File: src/sv/ght_pkg.sv
// ----------------------------------------------------------------------------
// ght_pkg
// Shared types and constants of the generational handle table: the request
// and response words, command and status codes, controller states and the
// controller/datapath interface structs.
// ----------------------------------------------------------------------------
package ght_pkg;

   localparam int CAPACITY_DEF = 256;
   localparam int DATA_W_DEF   = 32;
   localparam int GEN_W        = 32;

   typedef enum logic [1:0] {
      CMD_ADD  = 2'd0,
      CMD_DEL  = 2'd1,
      CMD_LOOK = 2'd2,
      CMD_NOP  = 2'd3
   } cmd_type;

   typedef enum logic [1:0] {
      STAT_OK    = 2'd0,
      STAT_OOB   = 2'd1,
      STAT_STALE = 2'd2,
      STAT_FULL  = 2'd3
   } status_type;

   typedef struct packed {
      cmd_type     cmd;
      logic [31:0] handle_index;
      logic [31:0] handle_gen;
      logic [31:0] data_in;
   } req_type;

   typedef struct packed {
      status_type  status;
      logic [7:0]  out_index;
      logic [31:0] out_gen;
      logic [31:0] data_out;
      logic [8:0]  live_count;
   } rsp_type;

   typedef enum logic [2:0] {
      S_IDLE,
      S_READ,
      S_EXEC,
      S_MOVE,
      S_LOOK,
      S_EMIT
   } state_type;

   // controller to datapath
   typedef struct packed {
      logic capture;
      logic rd;
      logic exec;
      logic move;
      logic look;
      logic emit;
   } ctl_type;

   // datapath to controller
   typedef struct packed {
      logic need_move;
      logic need_look;
      logic rsp_free;
   } sts_type;

endpackage

File: src/sv/ght_ctrl.sv
// ----------------------------------------------------------------------------
// ght_ctrl
// Sequencer of the handle table: walks each request word through read,
// execute, the optional move or lookup step and the hand-off to the
// response register.
// ----------------------------------------------------------------------------
module ght_ctrl (
   input  logic             clock,
   input  logic             reset,
   input  logic             req_valid,
   output logic             req_ready,
   input  ght_pkg::sts_type sts,
   output ght_pkg::ctl_type ctl
);
   import ght_pkg::*;

   state_type state_ff;
   state_type state_in;

   always_ff @(posedge clock) begin
      if (reset) begin
         state_ff <= S_IDLE;
      end else begin
         state_ff <= state_in;
      end
   end

   always_comb begin
      state_in  = state_ff;
      req_ready = 1'b0;
      ctl       = '0;
      unique case (state_ff)
         S_IDLE: begin
            req_ready = 1'b1;
            if (req_valid) begin
               ctl.capture = 1'b1;
               state_in    = S_READ;
            end
         end
         S_READ: begin
            ctl.rd   = 1'b1;
            state_in = S_EXEC;
         end
         S_EXEC: begin
            ctl.exec = 1'b1;
            priority if (sts.need_move) begin
               state_in = S_MOVE;
            end else if (sts.need_look) begin
               state_in = S_LOOK;
            end else begin
               state_in = S_EMIT;
            end
         end
         S_MOVE: begin
            ctl.move = 1'b1;
            state_in = S_EMIT;
         end
         S_LOOK: begin
            ctl.look = 1'b1;
            state_in = S_EMIT;
         end
         S_EMIT: begin
            if (sts.rsp_free) begin
               ctl.emit = 1'b1;
               state_in = S_IDLE;
            end
         end
         default: begin
            state_in = S_IDLE;
         end
      endcase
   end

endmodule

File: config.mk
export PLATFORM = sky130hd
export DESIGN_NAME = ght_ctrl
export DESIGN_NICKNAME = d
export VERILOG_FILES = /design/src/sv/ght_pkg.sv /design/src/sv/ght_ctrl.sv
export SDC_FILE = /design/constraint.sdc
export NUM_CORES = 1
export LEC_CHECK = 0
export BUFFER_PORTS_ARGS = -buffer_cell sky130_fd_sc_hd__buf_2
export CORE_AREA = 2 2 39 41
export DETAILED_ROUTE_END_ITERATION = 16
export DIE_AREA = 0 0 41 43
export PLACE_DENSITY = 0.44
export SLEW_MARGIN = 20
export SYNTH_ARGS = -nofsm -noshare
export SYNTH_HDL_FRONTEND = slang
export SYNTH_SLANG_ARGS = --single-unit
File: constraint.sdc
create_clock -name clock -period 1.1 [get_ports clock]
set_input_delay 0 -clock clock [delete_from_list [all_inputs] [get_ports clock]]
set_output_delay 0 -clock clock [all_outputs]
set_load 0.02 [all_outputs]
# Word level (Yosys, flattened, before mapping)
# Cells that the tools add are included.
[op_classes] addsub=0 mul=0 n_div=0 order_cmp=0 eq_ne=7 n_shift=0 n_mux=14 bitwise=0 n_reduce_logical=3
[op_table] operator="$pmux 3 s5" n=1
[op_table] operator="$mux 1" n=10
[op_table] operator="$mux 3" n=3
[op_table] operator="$eq 3x2->1 const B" n=2
[op_table] operator="$eq 3x3->1 const B" n=2
[op_table] operator="$ne 2x2->1 const B" n=2
[op_table] operator="$eq 3x1->1 const B" n=1
[op_table] operator="$logic_not 3->1" n=1
[op_table] operator="$reduce_and 2->1" n=1
[op_table] operator="$reduce_or 2->1" n=1
[word_totals] register_bits=3 latchBits=0 ram_bits=0 rom_bits=0 in_bits=6 output_inout_bits=7 memories=0

# Logic depth before layout (Yosys ltp)
# Gate-level depths: netlist of run 1.
[depth] depth_word=3 depth_mapped=4

# Least setup slack after synthesis of run 1
# OpenSTA, ideal clock, no wires.
[synth_path] path_kind="flip-flop to output port" startpoint="register state_ff[0]" endpoint="output ctl[5] in the netlist's numbering" t_arrival_ns=1.248 required_time_ns=1.100 slack_ns=-0.148 stages_incl_launch_ff=4 cell_sequence="dfxtp_1 > buf_2 > nor3_1 > and2_1"
[synth_lines] element="start, declared" line_no="ght_ctrl.sv:17" text="state_type state_ff;"
[synth_lines] element="start signal, assigned" line_no="ght_ctrl.sv:24" text="state_ff <= state_in;"
[synth_lines] element="end, declared" line_no="ght_ctrl.sv:13" text="output ght_pkg::ctl_type ctl"

==> impl_metrics.ini, run 1 <==
[synth]
synth_area_leaders = dfxtp_1, nor3_1, nor2_1
async_flop_share_pct = 0
synth-seq-area-share_pct = 31.8
synth_top_area_share_pct = 31.8
synth_cell_types = 16
syn_avg_cell_area_um2 = 7.56
synth_seq_cells = 3
syn-cell-area_um2 = 189
syn-num-nets = 31
yosysTopAreaCell = dfxtp_1
synth_ff_type = dfxtp_1
synth_cells = 25
ys.warnings.count = 0
synth_edf_count = 0
synth.most_common_cell = nor2_1
netlist_top_cells_count = nor2_1, dfxtp_1, nor3_1, and2_1, nand2_1

[sta]
hold_violations = 0
min_period_ns = 1.05
fin_setup_tns_ns = 0
max_slew_margin_pct = 86.8
worst_hold_slack_ns = 0.0268
worst_slew_pin_slew_ns = 0.198
max_freq_mhz = 950
setup_viol_count_final = 0
period_share_pct = 95.7
rsz0062_at_grt = false
slew_violations = 0
fin_skew_ns = 0.00133

[cts]
clock_path_buffers = 2
clkLatencyLatePin_ns = 0.23
cts_tree = yes
postCtsSetupBuffers = 0
clk_pin_slew_ns = 0.04
root_buffer = clkbuf_4
cts.sinks = 3
htreeDepth = 1
numCtsBuffers = 3

[critical_path]
crit_type = register to primary output
cpPeakStageDelay_ns = 0.36
cp_cell_sequence = buf_6 -> and4b_2 -> buf_6
required_ns = 1.10
cp-start-kind = register
cp_max_fo = 5
path_delay_family = flip-flops
cp-end-kind = primary output
path_buf_inv = 2
worst_path_max_delay_cell = dfxtp_4
cp.arrival_ns = 1.05
path_common_cell = buf_6

[final_layout]
n_antenna_cell = 0
largest_register_ffs = 3
multiInputGateArea_um2 = 136
top_regs = state_ff x3
ff_latch_area_um2 = 66.3
drive_gt1_share_pct = 57.1
final_nets = 49
finalCoreUtilization_pct = 25.0
instances_no_fill = 58
fillers = 161
top_register = state_ff
syn_to_final_growth_pct = 82.8

[placement]
routabilityCongestion = 0.674
io_buffers = 12
numPlacedInstances = 53
hpwlAfterDp_um = 369

[drt]
avgRoutedWirePerCell_um = 8.98
drc = 0
ant_nets = 0
dr.pass1.iters = 2
dr.first_iter.drc_count = 2
wl_um = 521
vias = 222
routed_via_density = 3.83

[die]
coreArea_mm2 = 0.00138
initial_core_util_pct = 13.7
fp.dieH_um = 43
dieArea_mm2 = 0.00176
std_cell_rows = 14
ios = 13
die_w_um = 41

[pwr]
p_int_w = 0.000329
pwr-share-comb_pct = 29.5
power_frac_clock_pct = 40.1
leakage_nw = 0.158
p_sw_share_pct = 33.3
ir_worst_vdd_uv = 355
powerDensity_mw_per_mm2 = 1430
power_frac_seq_pct = 30.4
p_switching_w = 0.000164

[status]
status = complete, no violations

[flow_run]
drv_cap = 0

[grt]
grt_use_total_pct = 6.51
grt_pass1_vias = 189
antenna_found_initial = 0
gr-total-overflow = 0
grt_pass1_wl_um = 724
grt_max_degree = 10

[hold_path]
min_path_type = input pin to register
==> final timing paths <==
path / from / endpoint / slack, ns / depth (start not counted)
min reg2reg: state_ff[2] / state_ff[1] / 0.48 / 1
min: req_valid / state_ff[0] / 0.03 / 3
max reg2reg: state_ff[2] / state_ff[2] / 0.11 / 3
max: state_ff[2] / ctl[0] / 0.05 / 3
==> area by class of cell <==
cell class | count | share of cell area (%)
well taps | 16 | 5.80
repair buffers | 14 | 26.8
clock buffers | 4 | 7.61
inverters | 1 | 1.09
multi-input cells | 20 | 39.5
flip-flops and latches | 3 | 19.2
==> layout by cell type, fill, tap and decap left out <==
| cell type | synthesis | routed |
|---|---|---|
| nor3_2 | 0 | 1 |
| nor2b_1 | 1 | 1 |
| and4b_2 | 1 | 1 |
| nor3_4 | 0 | 1 |
| buf_2 | 1 | 9 |
| mux2i_1 | 1 | 1 |
| dlygate4sd3_1 | 0 | 1 |
| nand2b_2 | 1 | 1 |
| clkbuf_1 | 0 | 1 |
| or2_1 | 1 | 1 |
| buf_6 | 0 | 2 |
| nand2_1 | 2 | 2 |
| dfxtp_4 | 0 | 1 |
| nor3_1 | 3 | 1 |
| and2_1 | 2 | 2 |
| a31oi_1 | 1 | 1 |
| dfxtp_2 | 0 | 2 |
| a21o_1 | 1 | 1 |
| a21oi_1 | 1 | 1 |
| clkbuf_4 | 0 | 3 |
| buf_4 | 0 | 2 |
| inv_1 | 1 | 1 |
| a21oi_2 | 1 | 1 |
| nor2_1 | 4 | 4 |
==> power by group through the flow <==
| stage | Clock (W) | Sequential [W] | Combinational [W] |
|---|---|---|---|
| after floorplan | 0 | 0.000132 | 0.0000972 |
| after global placement | 0 | 0.000144 | 0.000130 |
| after detailed placement | 0 | 0.000144 | 0.000130 |
| after CTS | 0.000208 | 0.000145 | 0.000133 |
| after global routing | 0.000214 | 0.000153 | 0.000158 |
| final | 0.000197 | 0.000150 | 0.000146 |
==> routing by layer <==
metal  wire, um  track usage, %  vias up
met5          0               0        -
met4         18            10.0        0
met3         36               0        2
met2        220            7.19       11
met1        245            8.63       90
li1           -               -      119
==> tightest hold or removal path, stage by stage <==
cell,delay (ns)
buf_2,0.10
nand2_1,0.05
a31oi_1,0.06
==> logic make-up (layout without fill, tap and decap cells) <==
group           count (synthesis)  count (layout)  share of synthesized area [%]
compound gates                  4               4                           14.6
simple gates                   15              15                           43.7
flops                           3               3                           31.8
mux                             1               1                           5.30
buf+inv                         2              19                           4.63
==> per-stage QoR <==
step                      setup slack (ns)  instance area, um2  power [W]
final                               0.0470                 345   0.000493
after global routing               0.00856                 345   0.000525
after detailed placement            0.0889                 277   0.000274
after global placement               0.104                 277   0.000274
after floorplan                     0.0723                 194   0.000229
after CTS                          0.00451                 317   0.000486
==> repair_timing <==
action,4_1_cts,5_1_grt
pin swaps,0,1
endpoints found under the setup margin,4,3
hold endpoints to repair,3,0
resized for setup,3,8
hold buffers,1,0
Note: power is estimated with default switching activity, not from simulation.
==> run 2, diff against run 1 <==
- HOLD_SLACK_MARGIN: not set -> 0.03
==> run 2 against run 1 <==
  * Register-to-register slack hardly changed
  * Via count is 1.8% higher
  * Sequential power hardly changed
  * Critical path depth stayed put
  * Wire length is 1.3% higher
  * Worst hold slack better by 0.037 ns
  * Clock power hardly changed
  * Combinational power hardly changed
  * Cell area is 2.9% higher
  * Maximum frequency stayed put
  * Largest power group unchanged
==> impl_metrics.ini, run 2 (synthesized netlist as in run 1, its figures left out) <==
[status]
status = complete, no violations

[die]
dieArea_mm2 = 0.00176
die_w_um = 41
std_cell_rows = 14
coreArea_mm2 = 0.00138
initial_core_util_pct = 13.7
ios = 13
fp.dieH_um = 43

[drt]
ant_nets = 0
dr.pass1.iters = 2
wl_um = 528
routed_via_density = 3.83
avgRoutedWirePerCell_um = 8.95
drc = 0
vias = 226
dr.first_iter.drc_count = 2

[final_layout]
multiInputGateArea_um2 = 136
n_antenna_cell = 0
ff_latch_area_um2 = 66.3
largest_register_ffs = 3
top_register = state_ff
final_common_cell = buf_2
syn_to_final_growth_pct = 88.1
fillers = 158
top_regs = state_ff x3
most-common-layout-cells = buf_2, nor2_1, clkbuf_4
final_nets = 50
drive_gt1_share_pct = 55.8

[placement]
io_buffers = 12
routabilityCongestion = 0.674
hpwlAfterDp_um = 369

[sta]
hold_violations = 0
fin_setup_tns_ns = 0
fin_skew_ns = 0.00133
rsz0062_at_grt = false
slew_violations = 0
min_period_ns = 1.05
setup_viol_count_final = 0
worst_hold_slack_ns = 0.0635
max_freq_mhz = 950
period_share_pct = 95.7
worst_slew_pin_slew_ns = 0.198
max_slew_margin_pct = 86.8

[pwr]
power_frac_seq_pct = 30.2
p_switching_w = 0.000165
p_sw_share_pct = 33.3
power_frac_clock_pct = 39.8
ir_worst_vdd_uv = 355
powerDensity_mw_per_mm2 = 1400
leakage_nw = 0.163
p_int_w = 0.000331
pwr-share-comb_pct = 29.9

[cts]
clkLatencyLatePin_ns = 0.23
cts.sinks = 3
numCtsBuffers = 3
clk_pin_slew_ns = 0.04
cts_tree = yes
clock_path_buffers = 2
postCtsSetupBuffers = 0
htreeDepth = 1
root_buffer = clkbuf_4

[critical_path]
cp_max_fo = 5
cp-start-kind = register
cp-end-kind = primary output
crit_type = register to primary output
cp.arrival_ns = 1.05
required_ns = 1.10

[grt]
grt_use_total_pct = 6.51
gr-total-overflow = 0
grt_max_degree = 10
grt_pass1_vias = 189
grt_pass1_wl_um = 724
antenna_found_initial = 0

[hold_path]
min_path_type = input pin to register

[flow_run]
drv_cap = 0
[run 2: changes by cell type in the layout (fill, tap and decap cells not counted), sizes merged]
cell,delta
dlygate4sd3,+1
[run 2: what timing repair did]
item,4_1_cts,5_1_grt
setup endpoints to repair,4,3
pin swaps,0,1
hold buffers,2,0
hold endpoints to repair,3,0
resized for setup,3,8
[run 2: through the flow]
stage	worst slack [ns]	std cells	util [%]	instance area [um2]	total power [W]
2_1_floorplan	0.0723	25	-	194	0.000229
3_3_place_gp	0.104	53	20.0	277	0.000274
3_5_place_dp	0.0889	53	20.0	277	0.000274
4_1_cts	0.00451	59	23.6	327	0.000489
5_1_grt	0.00856	59	25.7	355	0.000528
6_report	0.0470	59	25.7	355	0.000496
[run 2: worst max-delay path, cell delays in order (launching register included)]
cell     delay [ns]
dfxtp_4        0.36
buf_6          0.12
and4b_2        0.21
buf_6          0.13
[run 2: routing by layer]
layer	track usage, %	vias to the layer above	share of wire [%]
met5	0	-	0
met4	10.0	0	3.4
met3	0	2	6.6
met2	7.19	11	43
met1	8.63	92	47
li1	-	121	-
[run 2: power groups by stage]
stage	logic, W	registers, W	clock network [W]
floorplan	0.0000972	0.000132	0
global placement	0.000130	0.000144	0
detailed placement	0.000130	0.000144	0
CTS	0.000136	0.000145	0.000208
global route	0.000162	0.000153	0.000214
finish	0.000148	0.000150	0.000197
[run 2: final cells by class]
| class | count | share of cell area (%) |
|---|---|---|
| multi-input combinational | 20 | 38.4 |
| inverter | 1 | 1.06 |
| timing repair buffer | 15 | 28.9 |
| clock buffer | 4 | 7.39 |
| sequential | 3 | 18.7 |
| tap | 16 | 5.63 |
[run 2: final timing paths]
check | cells past startpoint | slack, ns | from | end
min | 3 | 0.06 | sts[1] | state_ff[0]
max reg2reg | 3 | 0.11 | state_ff[2] | state_ff[2]
min reg2reg | 1 | 0.48 | state_ff[2] | state_ff[1]
max | 3 | 0.05 | state_ff[2] | ctl[0]
==> run 3, diff against run 2 <==
- PLACE_DENSITY: 0.44 -> 0.35
==> run 3 against run 2 <==
  * Cell count unchanged
  * Register-to-register slack better by 0.03 ns
  * Critical path depth rose by 1
  * Combinational power is essentially flat
  * Wire length is 3.0% lower
  * Clock-buffer cell count unchanged
  * Worst setup slack worse by 0.0032 ns
  * First-iteration DRC count rose by 50%
  * Via count rose by 3.1%
  * Largest cell class unchanged
  * Largest power group unchanged
==> impl_metrics.ini, run 3 (synthesized netlist as in run 1, its figures left out) <==
[die]
coreArea_mm2 = 0.00138
ios = 13
fp.dieH_um = 43
initial_core_util_pct = 13.7
die_w_um = 41
std_cell_rows = 14
dieArea_mm2 = 0.00176

[sta]
hold_violations = 0
slew_violations = 0
rsz0062_at_grt = true
setup_viol_count_final = 0
max_slew_margin_pct = 88.8
period_share_pct = 96.0
worst_slew_pin_slew_ns = 0.168
fin_setup_tns_ns = 0
min_period_ns = 1.06
worst_hold_slack_ns = 0.0724
max_freq_mhz = 947
fin_skew_ns = 0.00314

[critical_path]
cpPeakStageDelay_ns = 0.33
reg2reg_from = state_ff[2]
cp.arrival_ns = 1.06
cp_max_fo = 5
r2r_setup_slack_ns = 0.14
crit_end = ctl[5]
cp-start-kind = register
rr_endpoint = state_ff[2]
crit_type = register to primary output
worst_path_max_delay_cell = dfxtp_2
required_ns = 1.10
cp-startpoint = state_ff[2]
cp_cell_sequence = buf_6 -> nor3_2 -> and2_1 -> buf_6
cp-end-kind = primary output
path_common_cell = buf_6
reg2reg_depth = 3

[placement]
hpwlAfterDp_um = 393
io_buffers = 12
numPlacedInstances = 53
routabilityCongestion = 0.638

[hold_path]
min_path_type = input pin to register

[cts]
cts_tree = yes
clock_path_buffers = 2
root_buffer = clkbuf_4
numCtsBuffers = 3
clk_pin_slew_ns = 0.04
cts.sinks = 3
htreeDepth = 1
clkLatencyLatePin_ns = 0.24

[final_layout]
n_antenna_cell = 0
fillers = 161
multiInputGateArea_um2 = 125
most-common-layout-cells = buf_2, nor2_1, clkbuf_4, dfxtp_2
largest_register_ffs = 3
syn_to_final_growth_pct = 78.1
final_common_cell = buf_2
drive_gt1_share_pct = 53.5
top_register = state_ff
top_regs = state_ff x3
ff_latch_area_um2 = 63.8
instances_no_fill = 59
final_nets = 50

[grt]
use_met1_pct = 7.69
grt_max_degree = 10
antenna_found_initial = 0
grt_pass1_wl_um = 800
grt_use_total_pct = 7.12
gr-total-overflow = 0
grt.busiest_layer = met2
grt_pass1_vias = 207
grt_util_met2_pct = 10.0
grt_use_met3_pct = 1.57

[pwr]
leakage_nw = 0.156
powerDensity_mw_per_mm2 = 1450
ir_worst_vdd_uv = 456

[drt]
wl_um = 512
drc = 0
vias = 233
routed_via_density = 3.95
avgRoutedWirePerCell_um = 8.68
ant_nets = 0
dr.first_iter.drc_count = 3
dr.pass1.iters = 4

[status]
status = complete, no violations

[flow_run]
drv_cap = 0
-- run 3: worst max-delay path, delay by kind of cell (launching register included) --
family	cells	cell delay, ns
buffers and inverters	2	0.23
flip-flops	1	0.33
AND/OR/NAND/NOR	2	0.25
-- run 3: power breakdown --
group | total, W | switching [W] | internal [W] | leakage [nW]
sequential | 0.000145 | 0.0000224 | 0.000123 | 0.0258
combinational | 0.000145 | 0.0000758 | 0.0000692 | 0.116
clock | 0.000197 | 0.0000609 | 0.000136 | 0.0150
total | 0.000487 | 0.000159 | 0.000328 | 0.156
-- run 3: repair_timing --
item / 4_1_cts / 5_1_grt
setup endpoints to repair: 5 / 3
resized for setup: 4 / 2
setup buffers: 0 / 0
pin swaps: 0 / 2
hold buffers: 2 / 0
hold endpoints to repair: 3 / 0
-- run 3: how the worst min path moves through the flow --
stage                     startpoint           to  slack, ns  depth (start not counted)
after global routing          sts[1]  state_ff[0]       0.10                          3
after global placement         reset  state_ff[2]       0.20                          2
final                         sts[1]  state_ff[0]       0.07                          3
after floorplan                reset  state_ff[2]       0.06                          1
after CTS                     sts[1]  state_ff[0]       0.07                          3
after detailed placement       reset  state_ff[2]       0.20                          2
-- run 3: routing by layer --
layer	up-vias	part of all wire, %
met2	8	46
met3	2	6.4
li1	120	-
met4	0	3.1
met1	103	44
met5	-	0
-- run 3: layout make-up --
type / instances / share of cell area [%]
Multi-Input combinational cell: 20 / 37.2
Timing Repair Buffer: 15 / 29.0
Sequential cell: 3 / 19.0
Clock buffer: 4 / 7.81
Tap cell: 16 / 5.95
Inverter: 1 / 1.12
-- run 3: metrics by stage --
| stage | setup slack (ns) | instance area (um2) | utilization, % | power [W] |
|---|---|---|---|---|
| finish | 0.0438 | 337 | 24.3 | 0.000487 |
| global route | -0.0157 | 337 | 24.3 | 0.000527 |
| CTS | -0.0592 | 329 | 23.8 | 0.000491 |
| detailed placement | 0.0845 | 277 | 20.0 | 0.000275 |
| global placement | 0.0866 | 277 | 20.0 | 0.000277 |
| floorplan | 0.0723 | 194 | - | 0.000229 |
